### config.mk
export PLATFORM = sky130hd
export DESIGN_NAME = best_fit_segment_allocator_top
export DESIGN_NICKNAME = d
export VERILOG_FILES = /design/src/design/bfsa_pkg.sv /design/src/design/bfsa_ram.sv /design/src/design/bfsa_sequencer.sv /design/src/design/bfsa_datapath.sv /design/src/design/best_fit_segment_allocator_top.sv
export SDC_FILE = /design/constraint.sdc
export NUM_CORES = 1
export LEC_CHECK = 0
export ABC_AREA = 1
export CELL_PAD_IN_SITES_DETAIL_PLACEMENT = 0
export CELL_PAD_IN_SITES_GLOBAL_PLACEMENT = 1
export CORE_MARGIN = 4
export CORE_UTILIZATION = 50
export DETAILED_ROUTE_END_ITERATION = 7
export DONT_BUFFER_PORTS = 1
export PLACE_DENSITY_LB_ADDON = 0.1
export SLEW_MARGIN = 30
export SYNTH_ARGS = -nofsm -noshare
export SYNTH_HDL_FRONTEND = slang
export SYNTH_SLANG_ARGS = --single-unit
### constraint.sdc
create_clock -name clk -period 8.3 [get_ports clk]
set_input_delay 0.83 -clock clk [delete_from_list [all_inputs] [get_ports clk]]
set_output_delay 0.83 -clock clk [all_outputs]
set_load 0.02 [all_outputs]
### src/design/bfsa_pkg.sv
// ----------------------------------------------------------------------------
// bfsa_pkg
// Shared types, step codes and the control store of the best-fit allocator.
// ----------------------------------------------------------------------------
package bfsa_pkg;

    localparam logic OP_LOAD  = 1'b0;
    localparam logic OP_ALLOC = 1'b1;

    localparam int STEP_BITS = 3;

    localparam logic [STEP_BITS-1:0] S_FETCH    = 3'd0;
    localparam logic [STEP_BITS-1:0] S_DISPATCH = 3'd1;
    localparam logic [STEP_BITS-1:0] S_SCAN     = 3'd2;
    localparam logic [STEP_BITS-1:0] S_ALLOC_WB = 3'd3;
    localparam logic [STEP_BITS-1:0] S_LOAD     = 3'd4;
    localparam logic [STEP_BITS-1:0] S_EMIT     = 3'd5;

    localparam logic [1:0] H_NONE     = 2'd0;
    localparam logic [1:0] H_NO_IN    = 2'd1;
    localparam logic [1:0] H_SCAN     = 2'd2;
    localparam logic [1:0] H_OUT_BUSY = 2'd3;

    localparam logic [1:0] J_NONE   = 2'd0;
    localparam logic [1:0] J_ALWAYS = 2'd1;
    localparam logic [1:0] J_LOAD   = 2'd2;

    localparam int CFG_BITS = 5;
    localparam logic [CFG_BITS-1:0] ACTIVE_RESET = 5'd16;

    typedef struct packed {
        logic        operation;
        logic [3:0]  segment_index;
        logic [15:0] size_kb;
    } in_t;

    typedef struct packed {
        logic        granted;
        logic [3:0]  chosen_segment;
        logic [15:0] remaining_kb;
    } out_t;

    typedef struct packed {
        logic                 in_take;
        logic                 scan_init;
        logic                 scan_step;
        logic                 alloc_wb;
        logic                 load_wr;
        logic                 emit;
        logic [1:0]           hold;
        logic [1:0]           jump;
        logic [STEP_BITS-1:0] target;
    } uop_t;

    typedef struct packed {
        logic in_valid;
        logic is_load;
        logic scan_busy;
        logic out_busy;
    } status_t;

    function automatic uop_t ucode(input logic [STEP_BITS-1:0] pc);
        uop_t u;
        u = '0;
        case (pc)
            S_FETCH:
            begin
                u.in_take = 1'b1;
                u.hold    = H_NO_IN;
            end
            S_DISPATCH:
            begin
                u.scan_init = 1'b1;
                u.jump      = J_LOAD;
                u.target    = S_LOAD;
            end
            S_SCAN:
            begin
                u.scan_step = 1'b1;
                u.hold      = H_SCAN;
            end
            S_ALLOC_WB:
            begin
                u.alloc_wb = 1'b1;
                u.jump     = J_ALWAYS;
                u.target   = S_EMIT;
            end
            S_LOAD:
            begin
                u.load_wr = 1'b1;
            end
            S_EMIT:
            begin
                u.emit   = 1'b1;
                u.hold   = H_OUT_BUSY;
                u.jump   = J_ALWAYS;
                u.target = S_FETCH;
            end
            default:
            begin
                u.jump   = J_ALWAYS;
                u.target = S_FETCH;
            end
        endcase
        return u;
    endfunction

endpackage

### src/design/bfsa_ram.sv
// ----------------------------------------------------------------------------
// bfsa_ram
// Generic single-write, single-read RAM with registered read data.
// ----------------------------------------------------------------------------
module bfsa_ram #(
    parameter int WIDTH = 16,
    parameter int DEPTH = 16,
    parameter int AW    = (DEPTH > 1) ? $clog2(DEPTH) : 1
) (
    input  logic             clk,
    input  logic             wr_en,
    input  logic [AW-1:0]    wr_addr,
    input  logic [WIDTH-1:0] wr_data,
    input  logic             rd_en,
    input  logic [AW-1:0]    rd_addr,
    output logic [WIDTH-1:0] rd_data
);

    logic [WIDTH-1:0] mem_reg [DEPTH];
    logic [WIDTH-1:0] rd_data_reg;

    always_ff @(posedge clk)
    begin
        if (wr_en)
        begin
            mem_reg[wr_addr] <= wr_data;
        end
        if (rd_en)
        begin
            rd_data_reg <= mem_reg[rd_addr];
        end
    end

    assign rd_data = rd_data_reg;

endmodule

### src/design/bfsa_sequencer.sv
// ----------------------------------------------------------------------------
// bfsa_sequencer
// Step counter over the control store, with hold and jump conditions.
// ----------------------------------------------------------------------------
module bfsa_sequencer (
    input  logic              clk,
    input  logic              rst_n,
    input  bfsa_pkg::status_t status,
    output bfsa_pkg::uop_t    uop
);
    import bfsa_pkg::*;

    logic [STEP_BITS-1:0] pc_reg;
    logic [STEP_BITS-1:0] pc_next;
    logic                 hold_now;
    logic                 jump_now;

    assign uop = ucode(pc_reg);

    always_comb
    begin
        case (uop.hold)
            H_NONE:     hold_now = 1'b0;
            H_NO_IN:    hold_now = !status.in_valid;
            H_SCAN:     hold_now = status.scan_busy;
            H_OUT_BUSY: hold_now = status.out_busy;
            default:    hold_now = 1'b0;
        endcase
        case (uop.jump)
            J_NONE:   jump_now = 1'b0;
            J_ALWAYS: jump_now = 1'b1;
            J_LOAD:   jump_now = status.is_load;
            default:  jump_now = 1'b0;
        endcase
        if (hold_now)
        begin
            pc_next = pc_reg;
        end
        else if (jump_now)
        begin
            pc_next = uop.target;
        end
        else
        begin
            pc_next = pc_reg + 1'b1;
        end
    end

    always_ff @(posedge clk or negedge rst_n)
    begin
        if (!rst_n)
        begin
            pc_reg <= S_FETCH;
        end
        else
        begin
            pc_reg <= pc_next;
        end
    end

endmodule

### src/design/bfsa_datapath.sv
// ----------------------------------------------------------------------------
// bfsa_datapath
// Item latch, free-space store, best-fit compare unit and result register.
// ----------------------------------------------------------------------------
module bfsa_datapath #(
    parameter int NUM_SEGMENTS = 16,
    parameter int SIZE_BITS    = 16
) (
    input  logic                    clk,
    input  logic                    rst_n,
    input  bfsa_pkg::uop_t          uop,
    output bfsa_pkg::status_t       status,
    input  logic [4:0]              active_segments,
    input  logic                    in_valid,
    input  bfsa_pkg::in_t           in_data,
    output logic                    out_valid,
    input  logic                    out_stall,
    output bfsa_pkg::out_t          out_data
);
    import bfsa_pkg::*;

    localparam int IW = (NUM_SEGMENTS > 1) ? $clog2(NUM_SEGMENTS) : 1;
    localparam int CW = $clog2(NUM_SEGMENTS + 1);

    logic                 op_reg;
    logic [3:0]           idx_reg;
    logic [SIZE_BITS-1:0] size_reg;
    logic [31:0]          size_wide;

    logic [CW-1:0]        scan_i_reg;
    logic [CW-1:0]        n_reg;
    logic                 cmp_vld_reg;
    logic [IW-1:0]        cmp_idx_reg;
    logic                 found_reg;
    logic [IW-1:0]        best_reg;
    logic [SIZE_BITS-1:0] best_rem_reg;

    logic [NUM_SEGMENTS-1:0] seg_vld_reg;
    logic                    rd_vld_reg;
    logic                    rd_en;
    logic [IW-1:0]           rd_addr;
    logic [SIZE_BITS-1:0]    rd_data;
    logic                    wr_en;
    logic [IW-1:0]           wr_addr;
    logic [SIZE_BITS-1:0]    wr_data;

    logic [SIZE_BITS-1:0] free_kb;
    logic [SIZE_BITS-1:0] rem_kb;
    logic                 better;
    logic                 more_to_read;
    logic                 load_ok;
    logic [31:0]          idx_wide;
    logic [31:0]          best_wide;
    logic [31:0]          rem_wide;
    logic [31:0]          load_wide;
    logic [31:0]          active_wide;
    logic [CW-1:0]        n_next;

    out_t res_reg;
    out_t out_reg;
    logic out_valid_reg;

    assign size_wide    = 32'(in_data.size_kb);
    assign idx_wide     = 32'(idx_reg);
    assign best_wide    = 32'(best_reg);
    assign rem_wide     = 32'(best_rem_reg);
    assign load_wide    = 32'(size_reg);
    assign active_wide  = 32'(active_segments);
    assign load_ok      = idx_wide < 32'(NUM_SEGMENTS);
    assign more_to_read = scan_i_reg < n_reg;

    always_comb
    begin
        if (active_wide > 32'(NUM_SEGMENTS))
        begin
            n_next = CW'(NUM_SEGMENTS);
        end
        else
        begin
            n_next = active_wide[CW-1:0];
        end
    end

    // store access
    assign rd_en   = uop.scan_step && more_to_read;
    assign rd_addr = scan_i_reg[IW-1:0];
    assign wr_en   = (uop.load_wr && load_ok) || (uop.alloc_wb && found_reg);
    assign wr_addr = uop.load_wr ? idx_wide[IW-1:0] : best_reg;
    assign wr_data = uop.load_wr ? size_reg : best_rem_reg;

    bfsa_ram #(
        .WIDTH (SIZE_BITS),
        .DEPTH (NUM_SEGMENTS),
        .AW    (IW)
    ) u_store (
        .clk     (clk),
        .wr_en   (wr_en),
        .wr_addr (wr_addr),
        .wr_data (wr_data),
        .rd_en   (rd_en),
        .rd_addr (rd_addr),
        .rd_data (rd_data)
    );

    // best-fit compare
    assign free_kb = rd_vld_reg ? rd_data : '0;
    assign rem_kb  = free_kb - size_reg;
    assign better  = cmp_vld_reg && (free_kb >= size_reg)
                     && (!found_reg || (rem_kb < best_rem_reg));

    always_ff @(posedge clk or negedge rst_n)
    begin
        if (!rst_n)
        begin
            seg_vld_reg   <= '0;
            cmp_vld_reg   <= 1'b0;
            out_valid_reg <= 1'b0;
        end
        else
        begin
            if (uop.load_wr && load_ok)
            begin
                seg_vld_reg[idx_wide[IW-1:0]] <= 1'b1;
            end
            if (uop.scan_init)
            begin
                cmp_vld_reg <= 1'b0;
            end
            else if (uop.scan_step)
            begin
                cmp_vld_reg <= more_to_read;
            end
            if (uop.emit && !status.out_busy)
            begin
                out_valid_reg <= 1'b1;
            end
            else if (out_valid_reg && !out_stall)
            begin
                out_valid_reg <= 1'b0;
            end
        end
    end

    always_ff @(posedge clk)
    begin
        if (uop.in_take && in_valid)
        begin
            op_reg   <= in_data.operation;
            idx_reg  <= in_data.segment_index;
            size_reg <= size_wide[SIZE_BITS-1:0];
        end
        if (rd_en)
        begin
            rd_vld_reg  <= seg_vld_reg[rd_addr];
            cmp_idx_reg <= rd_addr;
            scan_i_reg  <= scan_i_reg + 1'b1;
        end
        if (uop.scan_init)
        begin
            scan_i_reg <= '0;
            n_reg      <= n_next;
            found_reg  <= 1'b0;
        end
        else if (uop.scan_step && better)
        begin
            found_reg    <= 1'b1;
            best_reg     <= cmp_idx_reg;
            best_rem_reg <= rem_kb;
        end
        if (uop.load_wr)
        begin
            res_reg.granted        <= load_ok;
            res_reg.chosen_segment <= idx_reg;
            res_reg.remaining_kb   <= load_ok ? load_wide[15:0] : 16'd0;
        end
        if (uop.alloc_wb)
        begin
            res_reg.granted        <= found_reg;
            res_reg.chosen_segment <= found_reg ? best_wide[3:0] : 4'd0;
            res_reg.remaining_kb   <= found_reg ? rem_wide[15:0] : 16'd0;
        end
        if (uop.emit && !status.out_busy)
        begin
            out_reg <= res_reg;
        end
    end

    assign status.in_valid  = in_valid;
    assign status.is_load   = (op_reg == OP_LOAD);
    assign status.scan_busy = more_to_read || cmp_vld_reg;
    assign status.out_busy  = out_valid_reg && out_stall;

    assign out_valid = out_valid_reg;
    assign out_data  = out_reg;

endmodule

### src/design/best_fit_segment_allocator_top.sv
// ----------------------------------------------------------------------------
// best_fit_segment_allocator_top
// Best-fit allocator over a fixed set of memory segments.
// ----------------------------------------------------------------------------
// One item is handled at a time under a small microcoded sequencer. A load
// beat passes fetch, dispatch, load write and emit; an allocate beat passes
// fetch, dispatch, scan, write-back and emit, the scan reading n segments, n
// being the active segment count limited to NUM_SEGMENTS, one segment per
// cycle through the single read port of the free-space RAM. Free space is zero
// after reset through per-segment valid flags, so no clearing pass is needed. A
// finished result waits in the output register while the next beat is taken.
// ----------------------------------------------------------------------------
module best_fit_segment_allocator_top #(
    parameter int NUM_SEGMENTS = 16,
    parameter int SIZE_BITS    = 16
) (
    input  logic           clk,
    input  logic           rst_n,
    input  logic           in_valid,
    output logic           in_stall,
    input  bfsa_pkg::in_t  in_data,
    output logic           out_valid,
    input  logic           out_stall,
    output bfsa_pkg::out_t out_data,
    input  logic           cfg_valid,
    output logic           cfg_ready,
    input  logic [4:0]     cfg_data
);
    import bfsa_pkg::*;

    uop_t                uop;
    status_t             status;
    logic [CFG_BITS-1:0] active_reg;

    always_ff @(posedge clk or negedge rst_n)
    begin
        if (!rst_n)
        begin
            active_reg <= ACTIVE_RESET;
        end
        else if (cfg_valid && cfg_ready)
        begin
            active_reg <= cfg_data;
        end
    end

    assign cfg_ready = 1'b1;
    assign in_stall  = !uop.in_take;

    bfsa_sequencer u_seq (
        .clk    (clk),
        .rst_n  (rst_n),
        .status (status),
        .uop    (uop)
    );

    bfsa_datapath #(
        .NUM_SEGMENTS (NUM_SEGMENTS),
        .SIZE_BITS    (SIZE_BITS)
    ) u_dp (
        .clk             (clk),
        .rst_n           (rst_n),
        .uop             (uop),
        .status          (status),
        .active_segments (active_reg),
        .in_valid        (in_valid),
        .in_data         (in_data),
        .out_valid       (out_valid),
        .out_stall       (out_stall),
        .out_data        (out_data)
    );

endmodule
# Yosys cells after proc, flatten, opt, wreduce, memory -nomap -nowiden
# Memories as Yosys holds them, arrays and structs flattened. A register that Yosys moved wholly into a read port is not among the register bits.
# Cells that the tools add are included.
# totals
register_bits,125
latch_bits,0
ramBits,256
mem_bits_ro,0
input_bits,31
out_inout_bits,24
wordCells,101
mem_count,1
# mem_list
memory,depth,word_bits,rd,rd_clocked_by_memory_dff,write_ports,line_no,text
u_dp.u_store.mem_reg,16,16,1,1,1,bfsa_ram.sv:19,logic [WIDTH-1:0] mem_reg [DEPTH];
# op_classes
n_addsub,3
mul,0
n_div,0
magnitude_cmp,8
eq_ne,10
shift,0
mux,29
bitwise,3
n_reduce_logical,26
# ops
op,count
two-way mux 16 bit,4
two-way mux 21 bit,2
>= comparator 16 bit,1
< comparator 16 bit,1
OR 16 bit,1
subtractor 16 bit,1
< comparator 4 x 5 -> 1 bit (second input constant),3
one-hot mux 5 bit (3 select lines),1
two-way mux 1 bit,14
logical AND 1 bit,11
two-way mux 4 bit,2
== test 2 bit (second input constant),3
== test 3 x 2 -> 1 bit (second input constant),2
== test 3 bit (second input constant),2
one-hot mux 2 bit (3 select lines),1
nonzero test 2 bit,3
adder 5 x 1 -> 5 bit (second input constant),1
> comparator 5 bit (second input constant),1
logical NOT 1 bit,5
< comparator 5 bit,1
binary-select mux 1 bit (select 4 bit),1
demux 1 bit (select 4 bit),1
== test 2 x 1 -> 1 bit (second input constant),2
>= comparator 4 x 1 -> 1 bit (second input constant),1
other kinds (11),14

# Logic depth before layout (Yosys ltp)
# logic_depth
depth_word,7
mapped_depth,20
ltp_nobuf,18

# Cells and area by module
# Synthesis repeated with hierarchy kept, for this count alone.
# unflattened
hier_cells,1750
hier_area_um2,18033.5
# by_module_without_submodules
mod,instances,cells_per_inst,area_per_inst_um2,seq_area_each_um2
bfsa_ram,1,1076,11549.8,8167.8
bfsa_datapath,1,587,5834.3,3363.2
bfsa_sequencer,1,63,447.9,75.1
best_fit_segment_allocator_top,1,24,201.4,126.4

# Worst setup path before layout
# OpenSTA, ideal clock, no wires.
# synth_timing
kind,reg2reg
startpoint,register u_dp.rd_vld_reg
endpoint,"register u_dp.best_reg[0], enable pin"
setup_time_ps,397
arrival_ps,3454
required_ps,7903
slack_ps,4450
path_stages_with_launch,20
n_path_buf,2
synth_period_minus_slack_ps,3850
path_cell_list,edfxtp_1 -> clkbuf_1 -> clkbuf_1 -> nand2_1 -> ha_1 -> inv_1 -> fa_1 -> nand3_1 -> nand2_1 -> nand2_1 -> nand2_1 -> inv_1 -> o21bai_1 -> xor2_1 -> ha_1 -> nand2_1 -> nor2_1 -> a21oi_1 -> a21oi_1 -> nor2_1
# synth_between
elab_chain_len,7
elab_cells_between_ends,9
cone_classes,add/sub: 1; order compare: 2; mux: 1; reduce/logical: 5
# synth_lines
element,line_no,text
from (decl),bfsa_datapath.sv:39,logic rd_vld_reg;
from (signal assigned),bfsa_datapath.sv:154,rd_vld_reg <= seg_vld_reg[rd_addr];
two-way mux 16 bit,bfsa_datapath.sv:106,assign free_kb = rd_vld_reg ? rd_data : '0;
subtractor 16 bit,bfsa_datapath.sv:107,assign rem_kb = free_kb - size_reg;
via u_dp.rem_kb[12],bfsa_datapath.sv:48,logic [SIZE_BITS-1:0] rem_kb;
< comparator 16 bit,bfsa_datapath.sv:109,&& (!found_reg || (rem_kb < best_rem_reg));
logical OR 1 bit,bfsa_datapath.sv:109,
logical AND 1 bit,bfsa_datapath.sv:109,
logical AND 1 bit,bfsa_datapath.sv:164,else if (uop.scan_step && better)
AND reduction 2 bit (no line),n/a,
to (signal assigned),bfsa_datapath.sv:167,best_reg <= cmp_idx_reg;
to (decl),bfsa_datapath.sv:35,logic [IW-1:0] best_reg;
# The timed path passes the listed nets, and every way through them passes these cells.
# A chain may end at the register's enable or synchronous reset.

# Worst setup path after layout
# layout_timing
startpoint,register u_dp.rd_vld_reg
endpoint,"register u_dp.best_reg[2], enable pin"
# Same word-level chain as after synthesis.

==> flow_summary.toml <==
[timing]
finalSetupViolations = 0
final_period_minus_worst_setup_slack_ps = 3765
layout_setup_ws_ps = 4535
max_slew_margin_pct = 32.43
grt_setup_unrepaired = "false"
fmax_mhz = 265.6
timing.setup.tns_ps = 0
worstMarginPinSlew_ps = 1010
fin_crit_sh_pct = 45.37
finalHoldWorstSlack_ps = 97.41
max_slew_violation_total_from_the_final_report = 0
finClkSkew_ps = 14.97
report.final.hold_viol_count = 0

[power]
total_leakage_power_nw = 6.890
comb_power_share_pct = 24.0
internal-power_mw = 4.023
switch_share_pct = 31.90
cellPowerDensity_nw_per_um2 = 315.9
post-layout-total-power_mw = 5.908
total_switching_power_mw = 1.885
ir_drop_mv = 0.2314
power.clock.fraction_pct = 30.0
pwr-share-seq_pct = 46.0

[yosys]
ys_ff_latch = 397
synth_largest_type_area_fraction_pct = 65.28
dominantRegCellSynth = "sky130_fd_sc_hd__edfxtp_1"
post-synth-top-count-cell = "sky130_fd_sc_hd__edfxtp_1"
synth_xor_area_share_pct = 0.7303
synth-compound-area-share_pct = 11.36
synth_top_family_by_area = "compound AO/OA/AOI/OAI gates"
seq_area_frac_synth_pct = 69.87
synth_area_leaders = "sky130_fd_sc_hd__edfxtp_1 65%, sky130_fd_sc_hd__o21ai_0 4.7%, sky130_fd_sc_hd__nand2_1 4.1%, sky130_fd_sc_hd__nor2_1 4.0%, sky130_fd_sc_hd__dfrtp_1 3.7%"
postSynthAreaPerCell_um2 = 12.07
synthSimpleGateAreaFrac_pct = 10.10
synth_area_um2 = 16790
synthesis.instances = 1391
synth_largest_area_cell = "sky130_fd_sc_hd__edfxtp_1"
number_of_enable_flip_flop_cells_after_synthesis = 365
synth_commonest_cells = "365 x sky130_fd_sc_hd__edfxtp_1, 184 x sky130_fd_sc_hd__nand2_1, 178 x sky130_fd_sc_hd__nor2_1"
asyncSetResetFlopFracSynth_pct = 6.549
synth.yosys.warnings = 0
postSynthNetCount = 1467
yosys.cell_types.count = 42
synth_fa_ha_area_share_pct = 3.398
multiplexer_area_fraction_after_synthesis_pct = 0

[global_routing]
global_route.usage.total_pct = 21.89
antenna_found_initial = 1
grt_max_degree = 96
first_pass_grt_wire_length_um = 60860
global_route.overflow_total = 0
number_of_global_route_vias_before_repair = 10250

[cts]
cts_buffers = 42
cts.repair.resized = 0
clock-root-buffer = "sky130_fd_sc_hd__clkbuf_16"
postCtsSetupBuffers = 0
insertion_delay_ps = 550
clk_pin_slew_ps = 60
cts-hold-fix-buffers = 1
clock_sink_count = 397
tritoncts = "built"
cts.htree.levels = 2
cts_max_path_buffers = 3

[route]
vias = 10700
drt-wirelength-per-cell_um = 21.25
dr.first_iter.drc_count = 754
drtAntennaViolNets = 0
drc = 0
vias_per_cell = 5.669
postRouteWirelength_um = 40100
drt_pre_antenna_iters = 7

[floorplanning]
die_x_um = 191.3
core.rowCount = 66
floorplan.initialDensity_pct = 51.09
io-pin-count = 55
design.core.area_um2 = 32870
fp.dieH_um = 191.3
die-area_um2 = 36580

[critical_path]
worst_ep_required_time_ps = 8480
timing.critical_path.to_type = "register"
startpoint_type = "register"
critPathMaxFanout = 20
worst-setup-path-type = "reg -> reg"
critical_path_arrival_ps = 3940

[placed_design]
dpl.cell_count = 1809
port-buffer-count = 0
placement_cell_area_um2 = 17380
place.detailed.hpwl_um = 24350
dp_worst_setup_slack_ps = 4561
gp_congestion = 0.8349

[finish]
fillers = 2793
finish.net_count = 1488
syn_to_final_growth_pct = 11.39
antenna_cells = 0
largest_register_ffs = 256
post_layout_nonfiller_instances = 1887
design_area_um2 = 18700
final_layout_size_suffix_gt1_share_pct = 8.997
final_cell_utilization_of_the_core_pct = 56.91

[min_path]
min-delay-path-class = "in -> async"

[run_status]
outcome = "complete, no violations"

[run]
drv.max_cap_violation_count = 0
[cells in the final DEF, fill, tap and decap left out, types with 2 or more instances in the layout]
| cell | Yosys | layout |
|---|---|---|
| sky130_fd_sc_hd__a21o_1 | 2 | 2 |
| sky130_fd_sc_hd__buf_4 | 9 | 39 |
| sky130_fd_sc_hd__dfxtp_1 | 6 | 4 |
| sky130_fd_sc_hd__clkinv_2 | 0 | 8 |
| sky130_fd_sc_hd__o211ai_1 | 15 | 15 |
| sky130_fd_sc_hd__bufinv_16 | 0 | 2 |
| sky130_fd_sc_hd__inv_1 | 106 | 106 |
| sky130_fd_sc_hd__a21oi_2 | 2 | 2 |
| sky130_fd_sc_hd__nand3_1 | 51 | 51 |
| sky130_fd_sc_hd__edfxtp_1 | 365 | 365 |
| sky130_fd_sc_hd__o21ai_0 | 159 | 157 |
| sky130_fd_sc_hd__xor2_1 | 12 | 12 |
| sky130_fd_sc_hd__o21bai_1 | 11 | 11 |
| sky130_fd_sc_hd__clkinv_8 | 0 | 2 |
| sky130_fd_sc_hd__clkbuf_1 | 25 | 13 |
| sky130_fd_sc_hd__o21a_1 | 2 | 2 |
| sky130_fd_sc_hd__xnor2_1 | 2 | 2 |
| sky130_fd_sc_hd__o31ai_1 | 2 | 2 |
| sky130_fd_sc_hd__nor2_2 | 0 | 15 |
| sky130_fd_sc_hd__dfrtp_1 | 25 | 25 |
| sky130_fd_sc_hd__clkbuf_16 | 0 | 43 |
| sky130_fd_sc_hd__a21oi_1 | 42 | 41 |
| sky130_fd_sc_hd__o22ai_1 | 58 | 58 |
| sky130_fd_sc_hd__nand2_2 | 3 | 3 |
| sky130_fd_sc_hd__o221ai_1 | 18 | 18 |
| sky130_fd_sc_hd__a41oi_1 | 2 | 2 |
| sky130_fd_sc_hd__ha_1 | 44 | 44 |
| sky130_fd_sc_hd__clkinv_1 | 2 | 11 |
| sky130_fd_sc_hd__nor3_1 | 2 | 2 |
| sky130_fd_sc_hd__inv_2 | 6 | 5 |
| sky130_fd_sc_hd__nor2_1 | 178 | 162 |
| sky130_fd_sc_hd__nand2_1 | 184 | 184 |
| sky130_fd_sc_hd__o21ai_1 | 18 | 19 |
[path summary, 6_finish.rpt]
check / startpoint / end / slack (ps) / depth (start not counted)
min: rst_n / u_dp.seg_vld_reg[12] / 100 / 1
min reg2reg: u_dp.res_reg[9] / u_dp.out_data[9] / 420 / 0
min in group clk: in_data[0] / u_dp.size_reg[0] / 370 / 0
max: u_dp.rd_vld_reg / u_dp.best_reg[2] / 4530 / 16
max in group asynchronous: rst_n / u_dp.seg_vld_reg[11] / 8050 / 1
max reg2reg: u_dp.rd_vld_reg / u_dp.best_reg[2] / 4530 / 16
[metal layers]
metal,share of wire [%],vias to the layer above,global-route usage (%),wire (um)
met5,0,-,0,0
li1,-,5022,-,-
met3,6.9,68,3.707,2778
met4,2.4,0,5.829,947
met2,45,342,33.59,17870
met1,46,5265,32.76,18510
[cells by family (layout without fill, tap and decap cells)]
family | Yosys count | after routing
and+or+nand+nor | 423 | 423
DFF | 397 | 397
AOI/OAI and AO/OA | 333 | 333
buffers and inverters | 178 | 232
adders and majority gates | 45 | 45
xor gates and xnor gates | 14 | 14
other | 1 | 1
[worst max-delay path, cell delays in order, from the launching register on]
cell and delay (ps):
sky130_fd_sc_hd__edfxtp_1 620, sky130_fd_sc_hd__nand2_1 150, sky130_fd_sc_hd__ha_1 170, sky130_fd_sc_hd__inv_1 80, sky130_fd_sc_hd__fa_1 400, sky130_fd_sc_hd__nand3_1 90, sky130_fd_sc_hd__nand2_1 120, sky130_fd_sc_hd__nand2_1 80
sky130_fd_sc_hd__nand2_1 120, sky130_fd_sc_hd__a21oi_1 190, sky130_fd_sc_hd__xnor2_1 170, sky130_fd_sc_hd__ha_1 270, sky130_fd_sc_hd__nand2_1 70, sky130_fd_sc_hd__o21ai_0 90, sky130_fd_sc_hd__a21oi_1 140, sky130_fd_sc_hd__a21oi_1 120
sky130_fd_sc_hd__nor2_4 510
[final cells by class]
class | instances | area (um^2) | area share (%)
Clock inverter | 20 | 161.4 | 0.8630
Timing Repair Buffer | 41 | 324.1 | 1.733
Multi-Input combinational cell | 816 | 4359 | 23.31
Sequential cell | 397 | 11740 | 62.76
Tap cell | 442 | 553.0 | 2.957
Clock buffer | 57 | 1139 | 6.088
Inverter | 114 | 429.2 | 2.295
[power groups by stage]
stage               Sequential [mW]  Combinational (mW)  Clock [mW]
floorplan                      2.70                1.03           0
global placement               2.75                1.39           0
detailed placement             2.76                1.41           0
CTS                            2.72                1.42        1.80
global route                   2.74                1.61        1.90
finish                         2.72                1.42        1.77
Power figures use the tool's default switching activity.
